==> config.mk <==
export PLATFORM = sky130hd
export DESIGN_NAME = julian_day_to_date_time_core
export DESIGN_NICKNAME = d
export VERILOG_FILES = /design/src/sv/jd2dt_pkg.sv /design/src/sv/julian_day_to_date_time_core.sv
export SDC_FILE = /design/constraint.sdc
export NUM_CORES = 2
export LEC_CHECK = 0
export ABC_AREA = 1
export BUFFER_PORTS_ARGS = -buffer_cell sky130_fd_sc_hd__buf_2
export CELL_PAD_IN_SITES_DETAIL_PLACEMENT = 0
export CELL_PAD_IN_SITES_GLOBAL_PLACEMENT = 1
export CORE_UTILIZATION = 45
export DETAILED_ROUTE_END_ITERATION = 8
export PLACE_DENSITY_LB_ADDON = 0.1
export SLEW_MARGIN = 30
export SYNTH_ARGS = -nofsm -noshare
export SYNTH_HDL_FRONTEND = slang
export SYNTH_SLANG_ARGS = --single-unit
==> constraint.sdc <==
create_clock -name clk -period 5.02 [get_ports clk]
set_clock_uncertainty 0.15 [all_clocks]
set_input_delay 1.004 -clock clk [delete_from_list [all_inputs] [get_ports clk]]
set_output_delay 1.004 -clock clk [all_outputs]
set_load 0.1 [all_outputs]
==> src/sv/jd2dt_pkg.sv <==
`timescale 1ns / 1ps
`default_nettype none

package jd2dt_pkg;

    // input widths
    localparam int DAY_NUMBER_BITS = 23;
    localparam int MS_BITS         = 27;

    // day numbers that give years 0 through 9999 (0000-01-01 .. 9999-12-31)
    localparam logic [31:0] JDN_FIRST = 32'd1721060;
    localparam logic [31:0] JDN_LAST  = 32'd5373484;

    // date datapath widths, valid for day numbers inside the range above
    localparam int Z_BITS  = 23;
    localparam int N1_BITS = 24;

    // alpha + 8 = floor((4z - 6300089) / 146097), kept non-negative
    localparam logic [24:0] ALPHA_BIAS  = 25'd6300089;
    localparam logic [6:0]  ALPHA_RECIP = 7'd114;        // floor(2^24 / 146097)
    localparam logic [17:0] ALPHA_DIV   = 18'd146097;
    localparam logic [22:0] B_BIAS      = 23'd1519;

    // c = floor((20b - 2442) / 7305)
    localparam logic [26:0] C_BIAS      = 27'd2442;
    localparam logic [14:0] C_RECIP     = 15'd18373;     // floor(2^27 / 7305)
    localparam logic [12:0] C_DIV       = 13'd7305;
    localparam logic [10:0] D_MUL       = 11'd1461;

    // e = floor(10000 (b - d) / 306001)
    localparam logic [13:0] E_SCALE     = 14'd10000;
    localparam logic [4:0]  E_RECIP     = 5'd27;         // floor(2^23 / 306001)
    localparam logic [18:0] E_DIV       = 19'd306001;

    localparam logic [13:0] YEAR_OFS_LATE  = 14'd4716;
    localparam logic [13:0] YEAR_OFS_EARLY = 14'd4715;

    // time of day
    localparam logic [26:0] MS_PER_DAY    = 27'd86400000;
    localparam logic [5:0]  HOUR_RECIP    = 6'd37;       // floor(2^27 / 3600000)
    localparam logic [21:0] MS_PER_HOUR   = 22'd3600000;
    localparam logic [6:0]  MINUTE_RECIP  = 7'd69;       // floor(2^22 / 60000)
    localparam logic [15:0] MS_PER_MINUTE = 16'd60000;
    localparam logic [6:0]  SECOND_RECIP  = 7'd65;       // floor(2^16 / 1000)
    localparam logic [9:0]  MS_PER_SECOND = 10'd1000;

    // pipeline depth before the output register
    localparam int STAGES = 15;

    typedef struct packed {
        logic [4:0] hour;
        logic [5:0] minute;
        logic [5:0] second;
        logic [9:0] millisecond;
    } tod_t;

    // floor(30.6001 * e), the day count of the months before month e
    function automatic logic [8:0] month_start(input logic [4:0] e);
        logic [8:0] v;
        case (e)
            5'd0:    v = 9'd0;
            5'd1:    v = 9'd30;
            5'd2:    v = 9'd61;
            5'd3:    v = 9'd91;
            5'd4:    v = 9'd122;
            5'd5:    v = 9'd153;
            5'd6:    v = 9'd183;
            5'd7:    v = 9'd214;
            5'd8:    v = 9'd244;
            5'd9:    v = 9'd275;
            5'd10:   v = 9'd306;
            5'd11:   v = 9'd336;
            5'd12:   v = 9'd367;
            5'd13:   v = 9'd397;
            5'd14:   v = 9'd428;
            5'd15:   v = 9'd459;
            default: v = 9'd0;
        endcase
        return v;
    endfunction

endpackage

`default_nettype wire

==> src/sv/julian_day_to_date_time_core.sv <==
`timescale 1ns / 1ps
`default_nettype none

// channel   handshake          payload
// -------   ----------------   ---------------------------------------------------
// item in   start / busy       day_number, millisecond_of_day
// item out  done (1-cycle)     year, month, day_of_month, hour, minute, second,
//                              millisecond, in_range
//
// one item per cycle: fifteen register stages plus the output register, each
// holding mostly one constant multiply or one subtract, compare and correct
// busy stays low; every stage moves forward every cycle and the receiver cannot stall
// reset clears only the valid and done bits; the datapath registers are not reset
// out-of-range years are found by comparing the day number with fixed bounds

module julian_day_to_date_time_core
    import jd2dt_pkg::*;
(
    input  wire logic                       clk,
    input  wire logic                       rst_n,
    input  wire logic                       start,
    output logic                            busy,
    input  wire logic [DAY_NUMBER_BITS-1:0] day_number,
    input  wire logic [MS_BITS-1:0]         millisecond_of_day,
    output logic                            done,
    output logic [13:0]                     year,
    output logic [3:0]                      month,
    output logic [4:0]                      day_of_month,
    output logic [4:0]                      hour,
    output logic [5:0]                      minute,
    output logic [5:0]                      second,
    output logic [9:0]                      millisecond,
    output logic                            in_range
);

    // valid and in-range flags travel with the item
    logic [STAGES-1:0] vld_reg;
    logic [STAGES-1:0] ok_reg;
    logic              done_reg;

    // ---------------- date path registers (stage numbers in comments) ----------------
    logic [Z_BITS-1:0]  z_reg   [4];     // s1..s4
    logic [N1_BITS-1:0] n1_reg  [3];     // s1..s3
    logic [6:0]         q1e_reg [2];     // s2..s3
    logic [N1_BITS-1:0] t1_reg;          // s3
    logic [6:0]         alpha8_reg;      // s4
    logic [22:0]        b_reg   [6];     // s5..s10
    logic [26:0]        n2_reg  [3];     // s6..s8
    logic [13:0]        q2e_reg [2];     // s7..s8
    logic [26:0]        t2_reg;          // s8
    logic [13:0]        c_reg   [7];     // s9..s15
    logic [22:0]        d_reg;           // s10
    logic [8:0]         bd_reg  [5];     // s11..s15
    logic [22:0]        n4_reg  [3];     // s12..s14
    logic [4:0]         q4e_reg [2];     // s13..s14
    logic [23:0]        t4_reg;          // s14
    logic [4:0]         e_reg;           // s15

    // ---------------- time path registers ----------------
    logic [MS_BITS-1:0] ms_reg  [3];     // s1..s3
    logic [4:0]         hq_reg  [2];     // s2..s3
    logic [26:0]        th_reg;          // s3
    logic [4:0]         hour_reg [6];    // s4..s9
    logic [21:0]        rh_reg  [3];     // s4..s6
    logic [5:0]         mq_reg  [2];     // s5..s6
    logic [21:0]        tm_reg;          // s6
    logic [5:0]         minute_reg [3];  // s7..s9
    logic [15:0]        rm_reg  [3];     // s7..s9
    logic [5:0]         sq_reg  [2];     // s8..s9
    logic [15:0]        ts_reg;          // s9
    tod_t               tod_reg [6];     // s10..s15

    // ---------------- output registers ----------------
    logic [13:0] year_reg;
    logic [3:0]  month_reg;
    logic [4:0]  day_reg;
    tod_t        tod_out_reg;
    logic        in_range_reg;

    // ---------------- next values ----------------
    logic [31:0]              z_ext;
    logic                     ok_next;
    logic [Z_BITS-1:0]        z_next;
    logic [N1_BITS-1:0]       n1_next;
    logic [MS_BITS-1:0]       ms_next;

    logic [N1_BITS+6:0]       q1_prod;
    logic [6:0]               q1e_next;
    logic [24:0]              t1_full;
    logic [N1_BITS-1:0]       t1_next;
    logic [N1_BITS-1:0]       r1;
    logic [6:0]               alpha8_next;
    logic [22:0]              b_next;
    logic [26:0]              n2_next;
    logic [41:0]              q2_prod;
    logic [13:0]              q2e_next;
    logic [26:0]              t2_next;
    logic [26:0]              r2;
    logic [13:0]              c_next;
    logic [24:0]              d_full;
    logic [22:0]              d_next;
    logic [8:0]               bd_next;
    logic [22:0]              n4_next;
    logic [27:0]              q4_prod;
    logic [4:0]               q4e_next;
    logic [23:0]              t4_next;
    logic [23:0]              r4;
    logic [4:0]               e_next;

    logic [4:0]               day_next;
    logic [3:0]               month_next;
    logic [13:0]              year_next;

    logic [32:0]              hq_prod;
    logic [4:0]               hq_next;
    logic [26:0]              th_next;
    logic [26:0]              rh_raw;
    logic                     rh_fix;
    logic [4:0]               hour_next;
    logic [21:0]              rh_next;
    logic [28:0]              mq_prod;
    logic [5:0]               mq_next;
    logic [21:0]              tm_next;
    logic [21:0]              rm_raw;
    logic                     rm_fix;
    logic [5:0]               minute_next;
    logic [15:0]              rm_next;
    logic [22:0]              sq_prod;
    logic [5:0]               sq_next;
    logic [15:0]              ts_next;
    logic [15:0]              rs_raw;
    logic                     rs_fix;
    tod_t                     tod_next;

    // alpha - floor(alpha / 4) term, expressed with the biased alpha (alpha + 8)
    function automatic logic [6:0] alpha8_next_hold(input logic [6:0] a8);
        return a8 - 7'(a8[6:2]);
    endfunction

    // ---------------- s1: range check, bias, saturate ----------------
    always_comb
    begin
        z_ext   = 32'(day_number);
        ok_next = (z_ext >= JDN_FIRST) && (z_ext <= JDN_LAST);
        z_next  = z_ext[Z_BITS-1:0];
        // 4z shifted up by eight 400-year cycles so the quotient never goes negative
        n1_next = N1_BITS'({z_next, 2'b00} - ALPHA_BIAS);
        ms_next = (millisecond_of_day >= MS_PER_DAY) ? (MS_PER_DAY - 27'd1)
                                                     : millisecond_of_day;
    end

    // ---------------- date path ----------------
    // each divide: reciprocal estimate (never high, at most one low), multiply back,
    // then one compare and correct
    always_comb
    begin
        // s2: alpha estimate
        q1_prod  = n1_reg[0] * ALPHA_RECIP;
        q1e_next = q1_prod[N1_BITS+6:N1_BITS];
        // s3: multiply back
        t1_full  = q1e_reg[0] * ALPHA_DIV;
        t1_next  = t1_full[N1_BITS-1:0];
        // s4: correct
        r1          = n1_reg[2] - t1_reg;
        alpha8_next = q1e_reg[1] + 7'(r1 >= N1_BITS'(ALPHA_DIV));
        // s5: b = z + 1 + alpha - floor(alpha / 4) + 1524, with alpha + 8 in hand
        b_next = z_reg[3] + B_BIAS + 23'(alpha8_next_hold(alpha8_reg));
        // s6
        n2_next = 27'(27'(b_reg[0]) * 27'd20 - C_BIAS);
        // s7
        q2_prod  = n2_reg[0] * C_RECIP;
        q2e_next = q2_prod[40:27];
        // s8
        t2_next = q2e_reg[0] * C_DIV;
        // s9
        r2     = n2_reg[2] - t2_reg;
        c_next = q2e_reg[1] + 14'(r2 >= 27'(C_DIV));
        // s10: d = floor(1461 c / 4)
        d_full = c_reg[0] * D_MUL;
        d_next = d_full[24:2];
        // s11: day of the March-based year, offset by 122
        bd_next = 9'(b_reg[5] - d_reg);
        // s12
        n4_next = bd_reg[0] * E_SCALE;
        // s13
        q4_prod  = n4_reg[0] * E_RECIP;
        q4e_next = q4_prod[27:23];
        // s14
        t4_next = q4e_reg[0] * E_DIV;
        // s15
        r4     = 24'(n4_reg[2]) - t4_reg;
        e_next = q4e_reg[1] + 5'(r4 >= 24'(E_DIV));
    end

    // final date fields from e, the day count and c
    always_comb
    begin
        day_next   = 5'(bd_reg[4] - month_start(e_reg));
        month_next = (e_reg < 5'd14) ? 4'(e_reg - 5'd1) : 4'(e_reg - 5'd13);
        year_next  = (month_next > 4'd2) ? (c_reg[6] - YEAR_OFS_LATE)
                                         : (c_reg[6] - YEAR_OFS_EARLY);
    end

    // ---------------- time path ----------------
    always_comb
    begin
        // s2: hour estimate
        hq_prod = ms_reg[0] * HOUR_RECIP;
        hq_next = hq_prod[31:27];
        // s3
        th_next = hq_reg[0] * MS_PER_HOUR;
        // s4: hour and remainder within the hour
        rh_raw    = ms_reg[2] - th_reg;
        rh_fix    = rh_raw >= 27'(MS_PER_HOUR);
        hour_next = hq_reg[1] + 5'(rh_fix);
        rh_next   = rh_fix ? 22'(rh_raw - 27'(MS_PER_HOUR)) : rh_raw[21:0];
        // s5: minute estimate
        mq_prod = rh_reg[0] * MINUTE_RECIP;
        mq_next = mq_prod[27:22];
        // s6
        tm_next = mq_reg[0] * MS_PER_MINUTE;
        // s7: minute and remainder within the minute
        rm_raw      = rh_reg[2] - tm_reg;
        rm_fix      = rm_raw >= 22'(MS_PER_MINUTE);
        minute_next = mq_reg[1] + 6'(rm_fix);
        rm_next     = rm_fix ? 16'(rm_raw - 22'(MS_PER_MINUTE)) : rm_raw[15:0];
        // s8: second estimate
        sq_prod = rm_reg[0] * SECOND_RECIP;
        sq_next = sq_prod[21:16];
        // s9
        ts_next = sq_reg[0] * MS_PER_SECOND;
        // s10: second and millisecond
        rs_raw               = rm_reg[2] - ts_reg;
        rs_fix               = rs_raw >= 16'(MS_PER_SECOND);
        tod_next.hour        = hour_reg[5];
        tod_next.minute      = minute_reg[2];
        tod_next.second      = sq_reg[1] + 6'(rs_fix);
        tod_next.millisecond = rs_fix ? 10'(rs_raw - 16'(MS_PER_SECOND)) : rs_raw[9:0];
    end

    // ---------------- control: valid bits ----------------
    always_ff @(posedge clk or negedge rst_n)
    begin
        if (!rst_n)
        begin
            vld_reg  <= '0;
            done_reg <= 1'b0;
        end
        else
        begin
            vld_reg  <= {vld_reg[STAGES-2:0], start};
            done_reg <= vld_reg[STAGES-1];
        end
    end

    // ---------------- datapath registers ----------------
    always_ff @(posedge clk)
    begin
        ok_reg <= {ok_reg[STAGES-2:0], ok_next};

        z_reg[0] <= z_next;
        for (int i = 1; i < 4; i++)
        begin
            z_reg[i] <= z_reg[i-1];
        end
        n1_reg[0]  <= n1_next;
        n1_reg[1]  <= n1_reg[0];
        n1_reg[2]  <= n1_reg[1];
        q1e_reg[0] <= q1e_next;
        q1e_reg[1] <= q1e_reg[0];
        t1_reg     <= t1_next;
        alpha8_reg <= alpha8_next;

        b_reg[0] <= b_next;
        for (int i = 1; i < 6; i++)
        begin
            b_reg[i] <= b_reg[i-1];
        end
        n2_reg[0]  <= n2_next;
        n2_reg[1]  <= n2_reg[0];
        n2_reg[2]  <= n2_reg[1];
        q2e_reg[0] <= q2e_next;
        q2e_reg[1] <= q2e_reg[0];
        t2_reg     <= t2_next;

        c_reg[0] <= c_next;
        for (int i = 1; i < 7; i++)
        begin
            c_reg[i] <= c_reg[i-1];
        end
        d_reg <= d_next;

        bd_reg[0] <= bd_next;
        for (int i = 1; i < 5; i++)
        begin
            bd_reg[i] <= bd_reg[i-1];
        end
        n4_reg[0]  <= n4_next;
        n4_reg[1]  <= n4_reg[0];
        n4_reg[2]  <= n4_reg[1];
        q4e_reg[0] <= q4e_next;
        q4e_reg[1] <= q4e_reg[0];
        t4_reg     <= t4_next;
        e_reg      <= e_next;

        ms_reg[0] <= ms_next;
        ms_reg[1] <= ms_reg[0];
        ms_reg[2] <= ms_reg[1];
        hq_reg[0] <= hq_next;
        hq_reg[1] <= hq_reg[0];
        th_reg    <= th_next;

        hour_reg[0] <= hour_next;
        for (int i = 1; i < 6; i++)
        begin
            hour_reg[i] <= hour_reg[i-1];
        end
        rh_reg[0] <= rh_next;
        rh_reg[1] <= rh_reg[0];
        rh_reg[2] <= rh_reg[1];
        mq_reg[0] <= mq_next;
        mq_reg[1] <= mq_reg[0];
        tm_reg    <= tm_next;

        minute_reg[0] <= minute_next;
        minute_reg[1] <= minute_reg[0];
        minute_reg[2] <= minute_reg[1];
        rm_reg[0]     <= rm_next;
        rm_reg[1]     <= rm_reg[0];
        rm_reg[2]     <= rm_reg[1];
        sq_reg[0]     <= sq_next;
        sq_reg[1]     <= sq_reg[0];
        ts_reg        <= ts_next;

        tod_reg[0] <= tod_next;
        for (int i = 1; i < 6; i++)
        begin
            tod_reg[i] <= tod_reg[i-1];
        end

        // output register; out-of-range years clear every field
        if (vld_reg[STAGES-1])
        begin
            if (ok_reg[STAGES-1])
            begin
                year_reg     <= year_next;
                month_reg    <= month_next;
                day_reg      <= day_next;
                tod_out_reg  <= tod_reg[5];
                in_range_reg <= 1'b1;
            end
            else
            begin
                year_reg     <= '0;
                month_reg    <= '0;
                day_reg      <= '0;
                tod_out_reg  <= '0;
                in_range_reg <= 1'b0;
            end
        end
    end

    // ---------------- ports ----------------
    assign busy         = 1'b0;
    assign done         = done_reg;
    assign year         = year_reg;
    assign month        = month_reg;
    assign day_of_month = day_reg;
    assign hour         = tod_out_reg.hour;
    assign minute       = tod_out_reg.minute;
    assign second       = tod_out_reg.second;
    assign millisecond  = tod_out_reg.millisecond;
    assign in_range     = in_range_reg;

endmodule

`default_nettype wire
Yosys cells after proc, flatten, opt, wreduce, memory -nomap -nowiden. Memories as Yosys holds them, arrays and structs flattened. A register that Yosys moved wholly into a read port is not among the register bits. Index checks and enable logic that the tools add are counted.

Register bits after elaboration: 201. RAM bits: 1086. Memory bits (read-only): 144. Bits of input ports: 53. Output and inout port bits: 53. Word-level logic and storage cells: 98. Memories: 20.

Memory list: tod_reg (words 6, width 27, read ports 6, clocked after memory_dff 1, wr ports 6, RTL line julian_day_to_date_time_core.sv:71) `tod_t tod_reg [6];`; (name not given) (words 16, width 9, read ports 1, clocked after memory_dff 1, wr ports 0, RTL line jd2dt_pkg.sv:60) `case (e)`; b_reg (words 6, width 23, read ports 6, clocked after memory_dff 0, wr ports 6, RTL line julian_day_to_date_time_core.sv:47) `logic [22:0] b_reg [6];`; c_reg (words 7, width 14, read ports 7, clocked after memory_dff 0, wr ports 7, RTL line julian_day_to_date_time_core.sv:51) `logic [13:0] c_reg [7];`; z_reg (words 4, width 23, read ports 4, clocked after memory_dff 0, wr ports 4, RTL line julian_day_to_date_time_core.sv:42) `logic [Z_BITS-1:0] z_reg [4];`; ms_reg (words 3, width 27, read ports 3, clocked after memory_dff 0, wr ports 3, RTL line julian_day_to_date_time_core.sv:60) `logic [MS_BITS-1:0] ms_reg [3];`; 14 more memories.

Add/subtract/negate cells: 26. $mul: 15. Magnitude comparators: 11. Mux-type cells: 8. Reduce and logical (&&, ||, !) cells: 2.

Operator list (count): $sub 27x27->27 (2); $mul 27x15->41 const B (1); $mul 27x6->32 const B (1); $mul 24x6->30 const B (1); $mul 22x7->28 const B (1); $mul 23x5->28 const B (1); $sub 14x13->14 const B (2); $ge 27x13->1 const B (1); $ge 27x22->1 const B (1); $ge 27x27->1 const B (1); $mul 14x13->27 const B (1); $mux 27 (1); $sub 27x12->27 const B (1); $mul 23x3->25 const B (1); $ge 24x18->1 const B (1); $ge 24x19->1 const B (1); $mul 5x19->24 const B (1); $mul 7x18->24 const B (1); $sub 23x24->24 (1); $sub 24x23->24 const B (1); $sub 24x24->24 (1); $add 23x11->23 const B (1); $add 23x7->23 (1); $ge 23x21->1 const B (1); 34 further kinds (36).

Longest topological paths before layout.
Depth after elaboration: 4. Gate-level depth with buffers: 26. Depth with buffers taken out: 26.

Worst setup path after synthesis. No wires, ideal clock.

Path kind: register to register. From: mem n2_reg[0][10]. To: mem q2e_reg[0][4]. Library setup time: 120 ps. Arrival: 4902 ps. Required time: 4750 ps. Path slack: -152 ps. Stages on the path, launching flop included: 23. Path through: dfxtp_1 fa_1 fa_1 inv_1 fa_1 inv_1 fa_1 fa_1 inv_1 fa_1 inv_1 ha_1 a21oi_1 o21ai_0 a21oi_1 o21ai_0 nand2_1 nand2_1 nand2_1 nand2_1 nand2_1 nand2_1 xor2_1.

RTL lines: start, declared (RTL line julian_day_to_date_time_core.sv:48) `logic [26:0] n2_reg [3];`; end, declared (RTL line julian_day_to_date_time_core.sv:49) `logic [13:0] q2e_reg [2];`.

==> flow_summary.yaml <==
outcome:
  status: "finished, violations left"
  violations: "setup timing"
timing:
  slew_viol_final: 0
  finalWorstPathRequiredPeriod_ns: 5.03
  setup-violations-final: 1
  worst_hold_slack_ns: 0.162
  fmax_mhz: 199
  fin_crit_sh_pct: 100
  fin_ws_ns: -0.00871
  timing.slew.headroom_pct: 52.9
  hold_violations: 0
  rsz0062_at_grt: "true"
  worst_pin_slew_ns: 0.707
layout:
  fin_nets: 8960
  layout.cells.non_filler: 9558
  drive_gt1_share_pct: 9.36
  stdcell_area_sq_um: 75100
  area_growth_pct: 13.8
  fin_util_pct: 51.6
  largest_reg_flops: 162
  nFillCells: 13600
synth:
  async_flop_share_pct: 1.35
  netlist_instances: 7195
  yosysMostFrequentCell: "inv_1"
  syn_avg_cell_area_sq_um: 9.18
  yosysSeqAreaShare_pct: 36.7
  yosys_warnings: 0
  synth-edff-count: 51
  syn_area_sq_um: 66000
  netlist-cell-type-count: 59
  ys_ff_latch: 1181
  synth_top_area_share_pct: 33.8
  yosys.area.top_type: "dfxtp_1"
  syn_nets: 8620
  synth_common_cells: "inv_1 (1,349), nand2_1 (1,118), dfxtp_1 (1,114)"
  synthFlopType: "dfxtp_1"
  netlist_top_cells_area: "dfxtp_1 (34%), ha_1 (19%), fa_1 (11%)"
grt:
  antenna_found_initial: 7
  grt_max_degree: 53
  grt_pass1_wl_microns: 235000
  grt_pass1_vias: 46600
  grt.overflow.total: 0
  gr-usage-all-layers_pct: 19.8
worst_setup_path:
  critical_path_class: "reg -> reg"
  crit_top_cell: "fa_1"
  rr_endpoint: "q2e_reg[0][12]"
  crit_path_max_fanout: 4
  rr_startpoint: "n2_reg[0][11]"
  reg2regPathDepth: 18
  critical_path_buf_inv_count: 4
  slowest_delay_ns: 0.55
  end_kind: "flip-flop"
  cpLargestDelayFamily: "adder cells"
  crit_path_start_kind: "flip-flop"
  cpMaxStageDelayCell: "fa_2"
  crit_arrival_ns: 5.56
  r2r_slack_ns: -0.009
  crit_required_ns: 5.55
  path_cells: "buf_6 > fa_1 > fa_1 > fa_2 > fa_2 > fa_1 > inv_1 > fa_1 > inv_2 > ha_4 > nand2_2 > buf_4 > nor2_4 > nand2_2 > o211ai_1 > nand2_1 > nand3_2 > xor2_1"
die:
  fp.dieW_microns: 385
  io_pins: 106
  dieArea_sq_um: 148000
  core-area_sq_um: 146000
  die_h_microns: 385
  rows: 140
  initial_utilization_pct: 45.4
routing:
  drc: 0
  drtPass1Iterations: 7
  num_vias: 45600
  viasPerCell: 4.77
  dr_wl_met3_microns: 4360
  top_layer_used: "met5"
  drt-met1-wl_microns: 64200
  drt-total-wl_microns: 144000
  wl_met2_microns: 72100
  ant_nets: 0
  first_iter_violations: 1868
  wl_per_cell_microns: 15.1
clock_tree:
  clk_latency_ns: 0.74
  cts_made_buffers: 121
  path_clk_slew_ns: 0.07
  cts.htree.levels: 3
  root_buffer: "clkbuf_16"
  cts_tree: "built"
  clock-sinks: 1181
  clk_path_buf_depth: 3
worst_hold_path:
  min_from: "c_reg[1][4]"
  worstHoldPathCells: 0
  hold_end: "c_reg[2][4]"
  hp-class: "reg -> reg"
placement:
  gp_congestion: 0.888
  place_hpwl_microns: 121000
  io_buffers: 104
  place_area_sq_um: 69800
  dp.cells: 9320
job:
  maxCapViolCount: 0
## per-stage QoR
stage                     setup TNS (ns)  setup slack [ns]
final                           -0.00871          -0.00871
after global routing               -1.42            -0.239
after CTS                       -0.00351          -0.00351
after detailed placement           -3.04            -0.285
after global placement             -2.81            -0.290
after floorplan                  -0.0246           -0.0246
## metal layers
| metal | global-route usage (%) | vias up |
|---|---|---|
| met5 | 0 | - |
| met4 | 5.42 | 2 |
| met3 | 2.73 | 192 |
| met2 | 35.8 | 493 |
| met1 | 24.5 | 21200 |
| li1 | - | 23700 |
## worst max-delay path by stage
stage / end / cells past startpoint / from / slack [ns]
5_1_grt: q2e_reg[0][13] / 19 / n2_reg[0][10] / -0.24
3_3_place_gp: q2e_reg[0][0] / 21 / n2_reg[0][8] / -0.29
4_1_cts: q2e_reg[0][6] / 19 / n2_reg[0][11] / -0.004
2_1_floorplan: q2e_reg[0][4] / 22 / n2_reg[0][8] / -0.02
3_5_place_dp: q2e_reg[0][0] / 21 / n2_reg[0][8] / -0.29
6_report: q2e_reg[0][12] / 18 / n2_reg[0][11] / -0.009
## cells in the final DEF, fill, tap and decap left out, drive strengths merged, types with 29 or more instances in the layout
cell    count
inv      1384
nand2    1146
dfxtp    1114
ha       1002
a21oi     422
nor2      409
fa        370
nand3     284
xor2      269
buf       235
o21ai     215
clkbuf    154
nand4     101
xnor2      86
nor3       75
edfxtp     51
o21bai     31
a21o       29
## logic make-up after synthesis
group                    count (synthesis)  share of synthesized area, %
AND/OR/NAND/NOR                       2098                          13.6
buffers and inverters                 1383                          7.93
adder cells (fa/ha/maj)               1372                          30.2
flip-flops                            1181                          36.7
AO/OA/AOI/OAI                          805                          6.79
XOR/XNOR                               355                          4.71
other                                    1                       0.00568
## area by class of cell
| cell class | instances | area, sq um | share of cell area (%) |
|---|---|---|---|
| Clock inverter | 72 | 1040 | 1.39 |
| Multi-Input combinational cell | 4631 | 37400 | 49.7 |
| Inverter | 1364 | 5120 | 6.81 |
| Timing Repair Buffer | 236 | 1530 | 2.04 |
| Sequential cell | 1181 | 24300 | 32.3 |
| Antenna cell | 3 | 7.51 | 0.00999 |
| Tap cell | 1917 | 2400 | 3.19 |
| Clock buffer | 154 | 3360 | 4.48 |
## timing repair
action	4_1_cts	5_1_grt
setup endpoints to repair	14	17
buffers inserted	2	6
endpoints found under the hold margin	16	0
hold buffers	1	0
resized for setup	99	127
pin swaps	70	77
gates cloned	0	0
Power is not shown: default switching activity piles up to over one toggle a cycle in this logic, so the estimate is an artifact.
